==> src/rtl/beqf_pkg.sv <==
// Shared types and constants for the bounded event queue.
// No dependencies; every other file of the block imports this package.
`timescale 1ns / 1ps

package beqf_pkg;

  localparam int unsigned TAG_W     = 32;
  localparam int unsigned PAYLOAD_W = 32;
  localparam int unsigned CAP_W     = 5;
  localparam int unsigned APB_AW    = 3;
  localparam int unsigned APB_DW    = 32;

  localparam logic [CAP_W-1:0] CAP_RESET = 5'd16;

  // register index, taken from paddr[2]
  localparam logic REG_CAPACITY = 1'b0;

  // option bit positions
  localparam int unsigned OPT_SKIP  = 0;
  localparam int unsigned OPT_FRONT = 1;

  typedef enum logic [1:0] {
    KIND_ADD   = 2'd0,
    KIND_GET   = 2'd1,
    KIND_QUERY = 2'd2
  } kind_e;

  typedef enum logic [1:0] {
    ST_OK    = 2'd0,
    ST_FULL  = 2'd1,
    ST_EMPTY = 2'd2
  } status_e;

  typedef enum logic [2:0] {
    S_IDLE,
    S_EXEC,
    S_SRCH,
    S_INS,
    S_GETD
  } state_e;

  typedef struct packed {
    logic [TAG_W-1:0]     tag;
    logic [PAYLOAD_W-1:0] payload;
  } entry_t;

endpackage

==> src/rtl/beqf_req_if.sv <==
// Request channel of the event queue: kind, tag, payload word, options.
// Depends on beqf_pkg for field widths.
`timescale 1ns / 1ps

interface beqf_req_if import beqf_pkg::*; ();
  logic                 valid;
  logic                 ready;
  logic [1:0]           kind;
  logic [TAG_W-1:0]     event_tag;
  logic [PAYLOAD_W-1:0] payload_in;
  logic [1:0]           add_options;

  modport source (output valid, kind, event_tag, payload_in, add_options, input ready);
  modport sink   (input valid, kind, event_tag, payload_in, add_options, output ready);
endinterface

==> src/rtl/beqf_rsp_if.sv <==
// Response channel of the event queue: status, popped entry, query hit, free space.
// Depends on beqf_pkg for field widths.
`timescale 1ns / 1ps

interface beqf_rsp_if import beqf_pkg::*; ();
  logic                 valid;
  logic                 ready;
  logic [1:0]           status;
  logic [TAG_W-1:0]     tag_out;
  logic [PAYLOAD_W-1:0] payload_out;
  logic                 tag_found;
  logic [CAP_W-1:0]     free_space;

  modport source (output valid, status, tag_out, payload_out, tag_found, free_space,
                  input ready);
  modport sink   (input valid, status, tag_out, payload_out, tag_found, free_space,
                  output ready);
endinterface

==> src/rtl/beqf_mem.sv <==
// Entry store: one write port, one read port with registered read data.
// Depends on beqf_pkg for the entry type.
`timescale 1ns / 1ps

module beqf_mem import beqf_pkg::*; #(
  parameter int unsigned DEPTH = 16,
  parameter int unsigned AW    = 4
) (
  input  logic          clk_i,
  input  logic          we_i,
  input  logic [AW-1:0] waddr_i,
  input  entry_t        wdata_i,
  input  logic          re_i,
  input  logic [AW-1:0] raddr_i,
  output entry_t        rdata_o
);

  entry_t mem_q [DEPTH];
  entry_t rdata_q;

  always_ff @(posedge clk_i) begin
    if (we_i) begin
      mem_q[waddr_i] <= wdata_i;
    end
  end

  always_ff @(posedge clk_i) begin
    if (re_i) begin
      rdata_q <= mem_q[raddr_i];
    end
  end

  assign rdata_o = rdata_q;

endmodule

==> src/rtl/beqf_ctrl.sv <==
// Sequencer of the event queue: ring pointers, entry count, tag walk with one
// shared comparator, and the response register. Depends on beqf_pkg and both channels.
`timescale 1ns / 1ps

module beqf_ctrl import beqf_pkg::*; #(
  parameter int unsigned DEPTH = 16,
  parameter int unsigned AW    = 4
) (
  input  logic              clk_i,
  input  logic              rst_ni,
  input  logic [CAP_W-1:0]  capacity_i,
  beqf_req_if.sink          req,
  beqf_rsp_if.source        rsp,
  output logic              we_o,
  output logic [AW-1:0]     waddr_o,
  output entry_t            wdata_o,
  output logic              re_o,
  output logic [AW-1:0]     raddr_o,
  input  entry_t            rdata_i
);

  localparam int unsigned CW = $clog2(DEPTH + 1);
  localparam int unsigned EW = (CW > CAP_W) ? CW : CAP_W;
  localparam int unsigned SW = CW + 1;
  localparam logic [AW-1:0] PTR_LAST = AW'(DEPTH - 1);
  localparam logic [SW-1:0] DEPTH_S  = SW'(DEPTH);
  localparam logic [EW-1:0] DEPTH_E  = EW'(DEPTH);

  function automatic logic [AW-1:0] ptr_inc(logic [AW-1:0] p);
    return (p == PTR_LAST) ? '0 : p + AW'(1);
  endfunction

  function automatic logic [AW-1:0] ptr_dec(logic [AW-1:0] p);
    return (p == '0) ? PTR_LAST : p - AW'(1);
  endfunction

  function automatic logic [AW-1:0] ptr_add(logic [AW-1:0] p, logic [CW-1:0] n);
    logic [SW-1:0] s;
    s = SW'(p) + SW'(n);
    if (s >= DEPTH_S) s = s - DEPTH_S;
    return s[AW-1:0];
  endfunction

  state_e               state_q, state_d;
  logic [1:0]           kind_q, kind_d;
  logic [TAG_W-1:0]     tag_q, tag_d;
  logic [PAYLOAD_W-1:0] pay_q, pay_d;
  logic [1:0]           opt_q, opt_d;
  logic [AW-1:0]        head_q, head_d;
  logic [CW-1:0]        count_q, count_d;
  logic [CW-1:0]        srch_cnt_q, srch_cnt_d;
  logic [AW-1:0]        srch_ptr_q, srch_ptr_d;
  logic                 cmp_v_q, cmp_v_d;
  logic                 rsp_valid_q, rsp_valid_d;
  status_e              rsp_status_q;
  logic [TAG_W-1:0]     rsp_tag_q;
  logic [PAYLOAD_W-1:0] rsp_pay_q;
  logic                 rsp_found_q;
  logic [CAP_W-1:0]     rsp_free_q;

  logic                 fin;
  status_e              fin_status;
  logic [TAG_W-1:0]     fin_tag;
  logic [PAYLOAD_W-1:0] fin_pay;
  logic                 fin_found;
  logic [CAP_W-1:0]     fin_free;

  logic [EW-1:0]        cap_e, eff_cap, cnt_next_e, free_e;
  logic                 full, hit;

  // effective capacity is min(capacity, DEPTH)
  assign cap_e   = EW'(capacity_i);
  assign eff_cap = (cap_e < DEPTH_E) ? cap_e : DEPTH_E;
  assign full    = EW'(count_q) >= eff_cap;

  // shared comparator on the word read in the cycle before
  assign hit = cmp_v_q && (rdata_i.tag == tag_q);

  assign cnt_next_e = EW'(count_d);
  assign free_e     = (eff_cap > cnt_next_e) ? eff_cap - cnt_next_e : '0;
  assign fin_free   = free_e[CAP_W-1:0];

  assign wdata_o = '{tag: tag_q, payload: pay_q};

  always_comb begin
    state_d     = state_q;
    kind_d      = kind_q;
    tag_d       = tag_q;
    pay_d       = pay_q;
    opt_d       = opt_q;
    head_d      = head_q;
    count_d     = count_q;
    srch_cnt_d  = srch_cnt_q;
    srch_ptr_d  = srch_ptr_q;
    cmp_v_d     = cmp_v_q;
    rsp_valid_d = rsp_valid_q;
    we_o        = 1'b0;
    waddr_o     = head_q;
    re_o        = 1'b0;
    raddr_o     = head_q;
    fin         = 1'b0;
    fin_status  = ST_OK;
    fin_tag     = '0;
    fin_pay     = '0;
    fin_found   = 1'b0;
    req.ready   = (state_q == S_IDLE) && !rsp_valid_q;

    if (rsp_valid_q && rsp.ready) begin
      rsp_valid_d = 1'b0;
    end

    unique case (state_q)
      S_IDLE: begin
        if (req.valid && req.ready) begin
          kind_d  = req.kind;
          tag_d   = req.event_tag;
          pay_d   = req.payload_in;
          opt_d   = req.add_options;
          state_d = S_EXEC;
        end
      end
      S_EXEC: begin
        srch_cnt_d = '0;
        srch_ptr_d = head_q;
        cmp_v_d    = 1'b0;
        case (kind_q)
          KIND_ADD: begin
            if (full) begin
              fin        = 1'b1;
              fin_status = ST_FULL;
            end else if (opt_q[OPT_SKIP]) begin
              state_d = S_SRCH;
            end else begin
              state_d = S_INS;
            end
          end
          KIND_GET: begin
            if (count_q == '0) begin
              fin        = 1'b1;
              fin_status = ST_EMPTY;
            end else begin
              re_o    = 1'b1;
              raddr_o = head_q;
              state_d = S_GETD;
            end
          end
          KIND_QUERY: state_d = S_SRCH;
          default:    fin = 1'b1;
        endcase
      end
      S_SRCH: begin
        if (hit) begin
          // skipped duplicate add or query hit
          fin       = 1'b1;
          fin_found = (kind_q == KIND_QUERY);
        end else if (!cmp_v_q && (srch_cnt_q == count_q)) begin
          if (kind_q == KIND_ADD) begin
            state_d = S_INS;
          end else begin
            fin = 1'b1;
          end
        end else begin
          cmp_v_d = 1'b0;
          if (srch_cnt_q < count_q) begin
            re_o       = 1'b1;
            raddr_o    = srch_ptr_q;
            srch_cnt_d = srch_cnt_q + CW'(1);
            srch_ptr_d = ptr_inc(srch_ptr_q);
            cmp_v_d    = 1'b1;
          end
        end
      end
      S_INS: begin
        we_o = 1'b1;
        if (opt_q[OPT_FRONT]) begin
          waddr_o = ptr_dec(head_q);
          head_d  = ptr_dec(head_q);
        end else begin
          waddr_o = ptr_add(head_q, count_q);
        end
        count_d = count_q + CW'(1);
        fin     = 1'b1;
      end
      S_GETD: begin
        fin     = 1'b1;
        fin_tag = rdata_i.tag;
        fin_pay = rdata_i.payload;
        head_d  = ptr_inc(head_q);
        count_d = count_q - CW'(1);
      end
      default: state_d = S_IDLE;
    endcase

    if (fin) begin
      state_d     = S_IDLE;
      rsp_valid_d = 1'b1;
    end
  end

  always_ff @(posedge clk_i or negedge rst_ni) begin
    if (!rst_ni) begin
      state_q     <= S_IDLE;
      head_q      <= '0;
      count_q     <= '0;
      srch_cnt_q  <= '0;
      srch_ptr_q  <= '0;
      cmp_v_q     <= 1'b0;
      rsp_valid_q <= 1'b0;
    end else begin
      state_q     <= state_d;
      head_q      <= head_d;
      count_q     <= count_d;
      srch_cnt_q  <= srch_cnt_d;
      srch_ptr_q  <= srch_ptr_d;
      cmp_v_q     <= cmp_v_d;
      rsp_valid_q <= rsp_valid_d;
    end
  end

  always_ff @(posedge clk_i) begin
    kind_q <= kind_d;
    tag_q  <= tag_d;
    pay_q  <= pay_d;
    opt_q  <= opt_d;
    if (fin) begin
      rsp_status_q <= fin_status;
      rsp_tag_q    <= fin_tag;
      rsp_pay_q    <= fin_pay;
      rsp_found_q  <= fin_found;
      rsp_free_q   <= fin_free;
    end
  end

  assign rsp.valid       = rsp_valid_q;
  assign rsp.status      = rsp_status_q;
  assign rsp.tag_out     = rsp_tag_q;
  assign rsp.payload_out = rsp_pay_q;
  assign rsp.tag_found   = rsp_found_q;
  assign rsp.free_space  = rsp_free_q;

endmodule

==> src/rtl/bounded_event_queue_front_insert_dedup.sv <==
// Bounded event queue with front insertion and duplicate skipping.
// Get and plain add end in the insert or read-data state after the execute state; refused
// add, empty get and no-op finish in the execute state; skip-add and query walk the queue
// one entry per cycle through the store's single read port. One word at a time: the next
// word is taken once the result has been taken. Reset clears pointers, count and handshakes
// and sets capacity to 16; the entry store is not cleared and needs no clearing pass.
`timescale 1ns / 1ps

module bounded_event_queue_front_insert_dedup import beqf_pkg::*; #(
  parameter int unsigned DEPTH = 16
) (
  input  logic              clk_i,
  input  logic              rst_ni,
  beqf_req_if.sink          req_i,
  beqf_rsp_if.source        rsp_o,
  input  logic              psel,
  input  logic              penable,
  input  logic              pwrite,
  input  logic [APB_AW-1:0] paddr,
  input  logic [APB_DW-1:0] pwdata,
  output logic [APB_DW-1:0] prdata,
  output logic              pready
);

  localparam int unsigned AW = (DEPTH > 1) ? $clog2(DEPTH) : 1;

  logic [CAP_W-1:0] capacity_q;
  logic             cfg_wr;

  logic          mem_we, mem_re;
  logic [AW-1:0] mem_waddr, mem_raddr;
  entry_t        mem_wdata, mem_rdata;

  // APB register file: capacity at byte address 0, write on the access phase
  assign pready = 1'b1;
  assign cfg_wr = psel && penable && pwrite && pready;

  always_ff @(posedge clk_i or negedge rst_ni) begin
    if (!rst_ni) begin
      capacity_q <= CAP_RESET;
    end else if (cfg_wr && (paddr[2] == REG_CAPACITY)) begin
      capacity_q <= pwdata[CAP_W-1:0];
    end
  end

  // read back capacity, zero for unmapped addresses
  assign prdata = (paddr[2] == REG_CAPACITY) ? APB_DW'(capacity_q) : '0;

  // sequencer: ring pointers, count, tag walk, response register
  beqf_ctrl #(
    .DEPTH (DEPTH),
    .AW    (AW)
  ) u_ctrl (
    .clk_i      (clk_i),
    .rst_ni     (rst_ni),
    .capacity_i (capacity_q),
    .req        (req_i),
    .rsp        (rsp_o),
    .we_o       (mem_we),
    .waddr_o    (mem_waddr),
    .wdata_o    (mem_wdata),
    .re_o       (mem_re),
    .raddr_o    (mem_raddr),
    .rdata_i    (mem_rdata)
  );

  // entry ring: front at the head pointer
  beqf_mem #(
    .DEPTH (DEPTH),
    .AW    (AW)
  ) u_mem (
    .clk_i   (clk_i),
    .we_i    (mem_we),
    .waddr_i (mem_waddr),
    .wdata_i (mem_wdata),
    .re_i    (mem_re),
    .raddr_i (mem_raddr),
    .rdata_o (mem_rdata)
  );

endmodule

==> src/flat_wrapper.sv <==
// flat-port wrapper written by rule: the top's interface ports become plain ports
module bounded_event_queue_front_insert_dedup_flat import beqf_pkg::*;
#(
  parameter int unsigned DEPTH = 16
)
  (clk_i, rst_ni, psel, penable, pwrite, paddr, pwdata, prdata, pready, req_i_valid, req_i_kind, req_i_event_tag, req_i_payload_in, req_i_add_options, req_i_ready, rsp_o_valid, rsp_o_status, rsp_o_tag_out, rsp_o_payload_out, rsp_o_tag_found, rsp_o_free_space, rsp_o_ready);
  beqf_req_if req_i_i ();
  beqf_rsp_if rsp_o_i ();
  input  logic clk_i;
  input  logic rst_ni;
  input  logic psel;
  input  logic penable;
  input  logic pwrite;
  input  logic [APB_AW-1:0] paddr;
  input  logic [APB_DW-1:0] pwdata;
  output logic [APB_DW-1:0] prdata;
  output logic pready;
  input wire logic [$bits(req_i_i.valid)-1:0] req_i_valid;
  input wire logic [$bits(req_i_i.kind)-1:0] req_i_kind;
  input wire logic [$bits(req_i_i.event_tag)-1:0] req_i_event_tag;
  input wire logic [$bits(req_i_i.payload_in)-1:0] req_i_payload_in;
  input wire logic [$bits(req_i_i.add_options)-1:0] req_i_add_options;
  output wire logic [$bits(req_i_i.ready)-1:0] req_i_ready;
  output wire logic [$bits(rsp_o_i.valid)-1:0] rsp_o_valid;
  output wire logic [$bits(rsp_o_i.status)-1:0] rsp_o_status;
  output wire logic [$bits(rsp_o_i.tag_out)-1:0] rsp_o_tag_out;
  output wire logic [$bits(rsp_o_i.payload_out)-1:0] rsp_o_payload_out;
  output wire logic [$bits(rsp_o_i.tag_found)-1:0] rsp_o_tag_found;
  output wire logic [$bits(rsp_o_i.free_space)-1:0] rsp_o_free_space;
  input wire logic [$bits(rsp_o_i.ready)-1:0] rsp_o_ready;
  assign req_i_i.valid = req_i_valid;
  assign req_i_i.kind = req_i_kind;
  assign req_i_i.event_tag = req_i_event_tag;
  assign req_i_i.payload_in = req_i_payload_in;
  assign req_i_i.add_options = req_i_add_options;
  assign req_i_ready = req_i_i.ready;
  assign rsp_o_valid = rsp_o_i.valid;
  assign rsp_o_status = rsp_o_i.status;
  assign rsp_o_tag_out = rsp_o_i.tag_out;
  assign rsp_o_payload_out = rsp_o_i.payload_out;
  assign rsp_o_tag_found = rsp_o_i.tag_found;
  assign rsp_o_free_space = rsp_o_i.free_space;
  assign rsp_o_i.ready = rsp_o_ready;
  bounded_event_queue_front_insert_dedup #(.DEPTH(DEPTH)) u_core (.clk_i(clk_i), .rst_ni(rst_ni), .req_i(req_i_i), .rsp_o(rsp_o_i), .psel(psel), .penable(penable), .pwrite(pwrite), .paddr(paddr), .pwdata(pwdata), .prdata(prdata), .pready(pready));
endmodule
==> config.mk <==
export PLATFORM = sky130hd
export DESIGN_NAME = bounded_event_queue_front_insert_dedup_flat
export DESIGN_NICKNAME = d
export VERILOG_FILES = /design/src/rtl/beqf_pkg.sv /design/src/rtl/beqf_req_if.sv /design/src/rtl/beqf_rsp_if.sv /design/src/rtl/beqf_mem.sv /design/src/rtl/beqf_ctrl.sv /design/src/rtl/bounded_event_queue_front_insert_dedup.sv /design/src/flat_wrapper.sv
export SDC_FILE = /design/constraint.sdc
export NUM_CORES = 1
export LEC_CHECK = 0
export BUFFER_PORTS_ARGS = -buffer_cell sky130_fd_sc_hd__buf_4
export CAP_MARGIN = 20
export CELL_PAD_IN_SITES_DETAIL_PLACEMENT = 1
export CELL_PAD_IN_SITES_GLOBAL_PLACEMENT = 2
export CORE_UTILIZATION = 41
export CTS_CLUSTER_SIZE = 40
export DETAILED_ROUTE_END_ITERATION = 8
export PLACE_DENSITY_LB_ADDON = 0.1
export SYNTH_ARGS = -nofsm -noshare
export SYNTH_HDL_FRONTEND = slang
export SYNTH_SLANG_ARGS = --single-unit
==> constraint.sdc <==
create_clock -name clk_i -period 6.9 [get_ports clk_i]
set_input_delay 1.38 -clock clk_i [delete_from_list [all_inputs] [get_ports clk_i]]
set_output_delay 1.38 -clock clk_i [all_outputs]
set_load 0.1 [all_outputs]
Yosys cells after proc, flatten, opt, wreduce, memory -nomap -nowiden --
Memory sizes are Yosys's and may differ from the RTL's. A register that Yosys moved wholly into a read port is not among the register bits. Index checks and enable logic that the tools add are counted.
Operators by class: add/sub/neg operators 9, $mul 0, divide/modulo/power cells 0, magnitude comparators 5, eq/ne operators 22, shifts and indexed selects 0, multiplexer cells 57, bitwise logic cells 1, reductions and logical operators 24
Operator list (count):
- $mux 4 | 14
- $eq 32x32->1 | 1
- $mux 5 | 5
- $mux 3 | 7
- $pmux 5 s2 | 2
- $mux 1 | 19
- $pmux 4 s2 | 2
- $pmux 3 s4 | 1
- $add 5x1->5 const B | 2
- $ne 3x3->1 const B | 3
- $pmux 3 s3 | 1
- $add 4x1->4 const B | 2
- $eq 4x4->1 const B | 2
- $logic_and 1x1->1 | 8
- $ne 2x2->1 const B | 4
- $ne 4x4->1 const B | 2
- $reduce_and 8->1 | 1
- $sub 4x1->4 const B | 2
- $add 4x5->6 | 1
- $eq 3x2->1 const B | 2
- $ge 6x5->1 const B | 1
- $pmux 1 s3 | 2
- $reduce_and 2->1 | 3
- $reduce_bool 2->1 | 3
- other kinds (26) | 28
Storage, ports and cells: flip-flop bits (word level) 168, latch bits 0, bits in writable memories 1024, memory bits (read-only) 0, bits of input ports 110, output and inout bits 107, word-level logic and storage cells 136, memories kept 1
Memory list:
- u_core.u_mem.mem_q | depth 16, bits a word 64, read ports 1, clocked after memory_dff 1, write ports 1, line beqf_mem.sv:18 | entry_t mem_q [DEPTH];

Longest topological paths before layout --
depth after elaboration 8, mapped depth 15, depth with buffers taken out 14

By module --
A second synthesis with hierarchy kept.
Second synthesis, totals: cell total of the unflattened synthesis 2251, area, all modules 48026.1 um^2
Modules (own cells, without submodules):
- beqf_mem | instances 1, cells an instance 1647, area an instance 40222.3 um^2, seq. area each 32671.3 um^2
- beqf_ctrl | instances 1, cells an instance 558, area an instance 7335.8 um^2, seq. area each 4779.6 um^2
- bounded_event_queue_front_insert_dedup | instances 1, cells an instance 46, area an instance 467.9 um^2, seq. area each 126.4 um^2

Worst setup path after synthesis --
Ideal clock, no wire load.
path type flip-flop to flip-flop, from reg u_core.u_ctrl.rsp_valid_q (netlist: u_core.u_ctrl.rsp.valid), to reg u_core.u_ctrl.state_q[0], arrival time 6.543 ns, setup slack 0.235 ns, stages on the path, launching flop included 8, path buffers 0, clock period less this slack 6.665 ns, cell sequence dfrtp_1 > nor4_1 > and2_1 > a2111oi_0 > nor2_1 > nand2_1 > or3_1 > a21oi_1
On the way: longest elaborated chain between the ends 5
RTL lines:
- start, declared | line beqf_ctrl.sv:54 | logic rsp_valid_q, rsp_valid_d;
- start signal, assigned | line beqf_ctrl.sv:216 | rsp_valid_q <= rsp_valid_d;
- $logic_not 1->1 | line beqf_ctrl.sv:106 | req.ready = (state_q == S_IDLE) && !rsp_valid_q;
- $logic_and 1x1->1 | line beqf_ctrl.sv:106
- named net req_i_ready | line flat_wrapper.sv:23 | output wire logic [$bits(req_i_i.ready)-1:0] req_i_ready;
- $logic_and 1x1->1 | line beqf_ctrl.sv:114 | if (req.valid && req.ready) begin
- $ne 3x2->1 (no source line)
- $reduce_and 8->1 (no source line)
- end signal, assigned | line beqf_ctrl.sv:210 | state_q <= state_d;
- end, declared | line beqf_ctrl.sv:44 | state_e state_q, state_d;
The timed path passes the listed nets, and every way through them passes these cells. A chain may end at the register's enable or synchronous reset.

Final worst setup path --
from reg u_core.u_ctrl.tag_q[3], to reg, netlist name u_core.u_mem.rdata_o[28]
On the way: longest elaborated chain between the ends 4, elaborated cells on any way between the ends 6
RTL lines:
- start, declared | line beqf_ctrl.sv:46 | logic [TAG_W-1:0] tag_q, tag_d;
- start signal, assigned | line beqf_ctrl.sv:222 | tag_q <= tag_d;
- $eq 32x32->1 (*) | line beqf_ctrl.sv:77 | assign hit = cmp_v_q && (rdata_i.tag == tag_q);
- $logic_and 1x1->1 (*) | line beqf_ctrl.sv:77
- $mux 1 / $mux 4 (equally long branches) | line beqf_ctrl.sv:152 | if (hit) begin
- $pmux 1 s2 / $mux 4 (equally long branches)
Mark *: on every way between the ends. The rest lies on a longest branch, timed or not.

==> results.cfg <==
[placement]
dp.cells = 4446
hpwl_um = 74300
io_buffers = 159
gp_congestion = 0.771

[setup_path]
cp_slowest_cell = nor4_1
crit_path_cell_trace = xnor2_1 -> nand4_1 -> nor4_1 -> nand2_1 -> a32oi_4 -> and2_4 -> buf_12 -> mux2i_1 -> o22ai_1 -> or4_1
worstPathRequired_ns = 7.38
end_kind = flip-flop
startpoint_type = flip-flop
worstSetupPathType = reg2reg
critical_path.max_stage_delay_ns = 0.69
crit_arrival_ns = 5.95
path_max_fanout = 91

[synth]
yosys.area.top_type = edfxtp_1
yosysTopAreaCellShare = 0.755
synth_area_mm2 = 0.0489
avgSynthCellArea_um2 = 17.3
ys_warn_count = 0
ys.flop_type = edfxtp_1
postSynth.asyncResetShare = 0.0223
synth_cell_types = 63
synth_cells = 2823
synth-edff-count = 1228
ys_seq_area_frac = 0.769
synthTopCellsByArea = edfxtp_1, mux2i_1, o22ai_1, and3_1, dfrtp_1
ys_ff_latch = 1256

[clock_tree]
h-tree-depth = 4
clockBufferDepth = 3
cts.clk_slew.worst_paths_ns = 0.06
post_cts_buffers = 0
cts_made_buffers = 139
hold_buffers = 0
ctsResizeCount = 0
clock_latency_ns = 0.75
cts_tree = done
cts.sinks = 1256
clock_tree.root_cell = clkbuf_16

[grt]
grtUsageMet2 = 0.389
grt_use_met1 = 0.315
grt_pass1_wl_um = 200000
grt_pass1_vias = 28300
grt_overflow = 0
antenna_found_initial = 4
busiest_layer = met2
grt_max_degree = 92
grt_usage = 0.232
grtUsageMet3 = 0.0334

[route]
ant_nets = 0
viasPerCell = 5.70
vias = 26800
routed_wl_um = 140000
drc_errors = 0
drt_iter0_markers = 2088
wl_per_cell_um = 29.8
dr.pass1.iters = 5

[timing]
clock_skew_ns = 0.0269
period_needed_ns = 5.47
slew_headroom = 0.232
finalSetupViolations = 0
max_freq_mhz = 183
slew_violations = 0
tightest_slew_ns = 1.15
finalCritPeriodShare = 0.793
tns_ns = 0
final-hold-violation-count = 0
rsz0062_at_grt = no

[cells_and_area]
antenna_cells = 0
area_delta_synth_final_pct = 16.0
layout.cells.most_common = edfxtp_1
nets = 3194
instances_no_fill = 4696
layout_common_cells = edfxtp_1, mux2i_1, buf_4
drive_gt1_frac = 0.158
fillers = 11100

[floorplanning]
die_w_um = 347
core_region_area_mm2 = 0.118
pin_count = 217
die_h_um = 347
fp.dieArea_mm2 = 0.121
start_util = 0.414
num_rows = 126

[power_and_ir_drop]
power_density_mw_per_mm2 = 439
p_leak_nw = 20.8
ir_drop_mv = 0.413

[flow_run]
cap_violations = 0

[min_path]
min_path_type = reg2reg

[outcome]
run_status = completed
==> metrics by stage <==
| step | worst slack, ns | hold WS, ns | power [mW] | area (µm²) | util |
|---|---|---|---|---|---|
| 6_report | 1.43 | 0.533 | 24.9 | 56700 | 0.480 |
| 5_1_grt | 1.30 | 0.554 | 25.8 | 56700 | 0.480 |
| 4_1_cts | 1.37 | 0.529 | 25.1 | 56700 | 0.480 |
| 3_5_place_dp | 1.42 | 0.521 | 17.8 | 52200 | 0.442 |
| 3_3_place_gp | 1.50 | 0.523 | 17.6 | 52200 | 0.442 |
| 2_1_floorplan | 0.235 | 0.486 | 15.2 | 49000 | - |
==> final cells by class <==
type | instances | area (µm²) | area share
clock inverter | 80 | 771 | 0.0136
multi-input combinational | 1320 | 10400 | 0.183
inverter | 94 | 353 | 0.00623
clock buffer | 170 | 3680 | 0.0649
sequential | 1256 | 37600 | 0.663
tap | 1536 | 1920 | 0.0339
timing repair buffer | 240 | 2010 | 0.0355
==> path summary, 6_finish.rpt <==
kind | slack [ns] | startpoint | depth (start not counted) | end
worst max register to register | 1.43 | u_core.u_ctrl.tag_q[3]$_DFFE_PP_ | 10 | u_core.u_mem.rdata_o[28]$_DFFE_PP_
max in group asynchronous | 5.99 | rst_ni | 1 | u_core.capacity_q[4]$_DFFE_PN1P_
min in group asynchronous | 0.57 | rst_ni | 1 | u_core.u_ctrl.srch_cnt_q[2]$_DFFE_PN0P_
worst max-delay path | 1.43 | u_core.u_ctrl.tag_q[3]$_DFFE_PP_ | 10 | u_core.u_mem.rdata_o[28]$_DFFE_PP_
worst min register to register | 0.53 | u_core.u_ctrl.srch_cnt_q[0]$_DFFE_PN0P_ | 1 | u_core.u_ctrl.srch_cnt_q[0]$_DFFE_PN0P_
worst min-delay path | 0.53 | u_core.u_ctrl.srch_cnt_q[0]$_DFFE_PN0P_ | 1 | u_core.u_ctrl.srch_cnt_q[0]$_DFFE_PN0P_
==> state kept, by name, summed over array words and instances, names as in the netlist, 2 cells and up <==
signal / cells
u_core.u_ctrl.srch_cnt_q: 5
u_core.u_ctrl.rsp.tag_out: 32
u_core.u_ctrl.rsp.status: 2
u_core.u_ctrl.srch_ptr_q: 4
u_core.u_ctrl.rsp.payload_out: 32
u_core.u_ctrl.tag_q: 32
u_core.capacity_q: 5
u_core.u_ctrl.opt_q: 2
u_core.u_ctrl.head_q: 4
u_core.u_ctrl.kind_q: 2
u_core.u_mem.rdata_o: 64
u_core.u_ctrl.rsp.free_space: 5
u_core.u_ctrl.pay_q: 32
u_core.u_ctrl.count_q: 5
u_core.u_mem.mem_q: 1024
u_core.u_ctrl.state_q: 3
==> synthesized netlist by cell type, types with 3 or more instances <==
library cell,count
edfxtp_1,1228
mux2i_1,390
o22ai_1,194
and3_1,131
nor2_1,112
inv_1,93
clkbuf_1,76
a2111oi_0,65
or4_1,64
buf_2,52
a211oi_1,48
buf_4,41
nand2_1,40
ha_1,30
xnor2_1,28
dfrtp_1,27
a21oi_1,21
a211oi_2,19
o21ai_0,16
nand2b_1,13
xor2_1,12
a21o_1,11
nand4_1,11
nor2b_1,9
a31oi_1,7
nand3_1,7
and2_1,6
buf_6,6
mux2_2,6
nor4_1,5
buf_1,4
nand4b_1,4
nor3_1,4
a22oi_1,3
fa_1,3
nand2_4,3
or3_1,3
==> worst max-delay path: cells and delay by family, from the launching register on <==
family | cells | cell delay (ns)
flops | 1 | 0.62
buf+inv | 1 | 0.52
simple gates | 5 | 2.48
compound gates | 2 | 0.55
xor+xnor | 1 | 0.51
mux | 1 | 0.28
==> cell families (layout without fill, tap and decap cells) <==
kind of cell,count (synthesis),in the layout,share of synthesized area
multiplexers,397,397,0.0816
AND/OR/NAND/NOR,424,424,0.0489
XOR/XNOR,40,40,0.00717
AO/OA/AOI/OAI,398,398,0.0580
other,2,28,0.000154
buffers and inverters,273,584,0.0264
flip-flops,1256,1256,0.769
adder cells (fa/ha/maj),33,33,0.00891
==> power breakdown <==
part / total, mW / switching (mW) / internal [mW]
Combinational: 7.50 / 5.18 / 2.33
Clock: 7.26 / 3.04 / 4.22
Sequential: 10.1 / 0.613 / 9.48
Total: 24.9 / 8.83 / 16.0
==> metal layers <==
| layer | vias to the layer above | wire (µm) |
|---|---|---|
| li1 | 11600 | - |
| met1 | 14200 | 61500 |
| met2 | 776 | 68700 |
| met3 | 192 | 6830 |
| met4 | 0 | 2930 |
| met5 | - | 0 |
No activity file was read; power rests on OpenSTA's default activity.
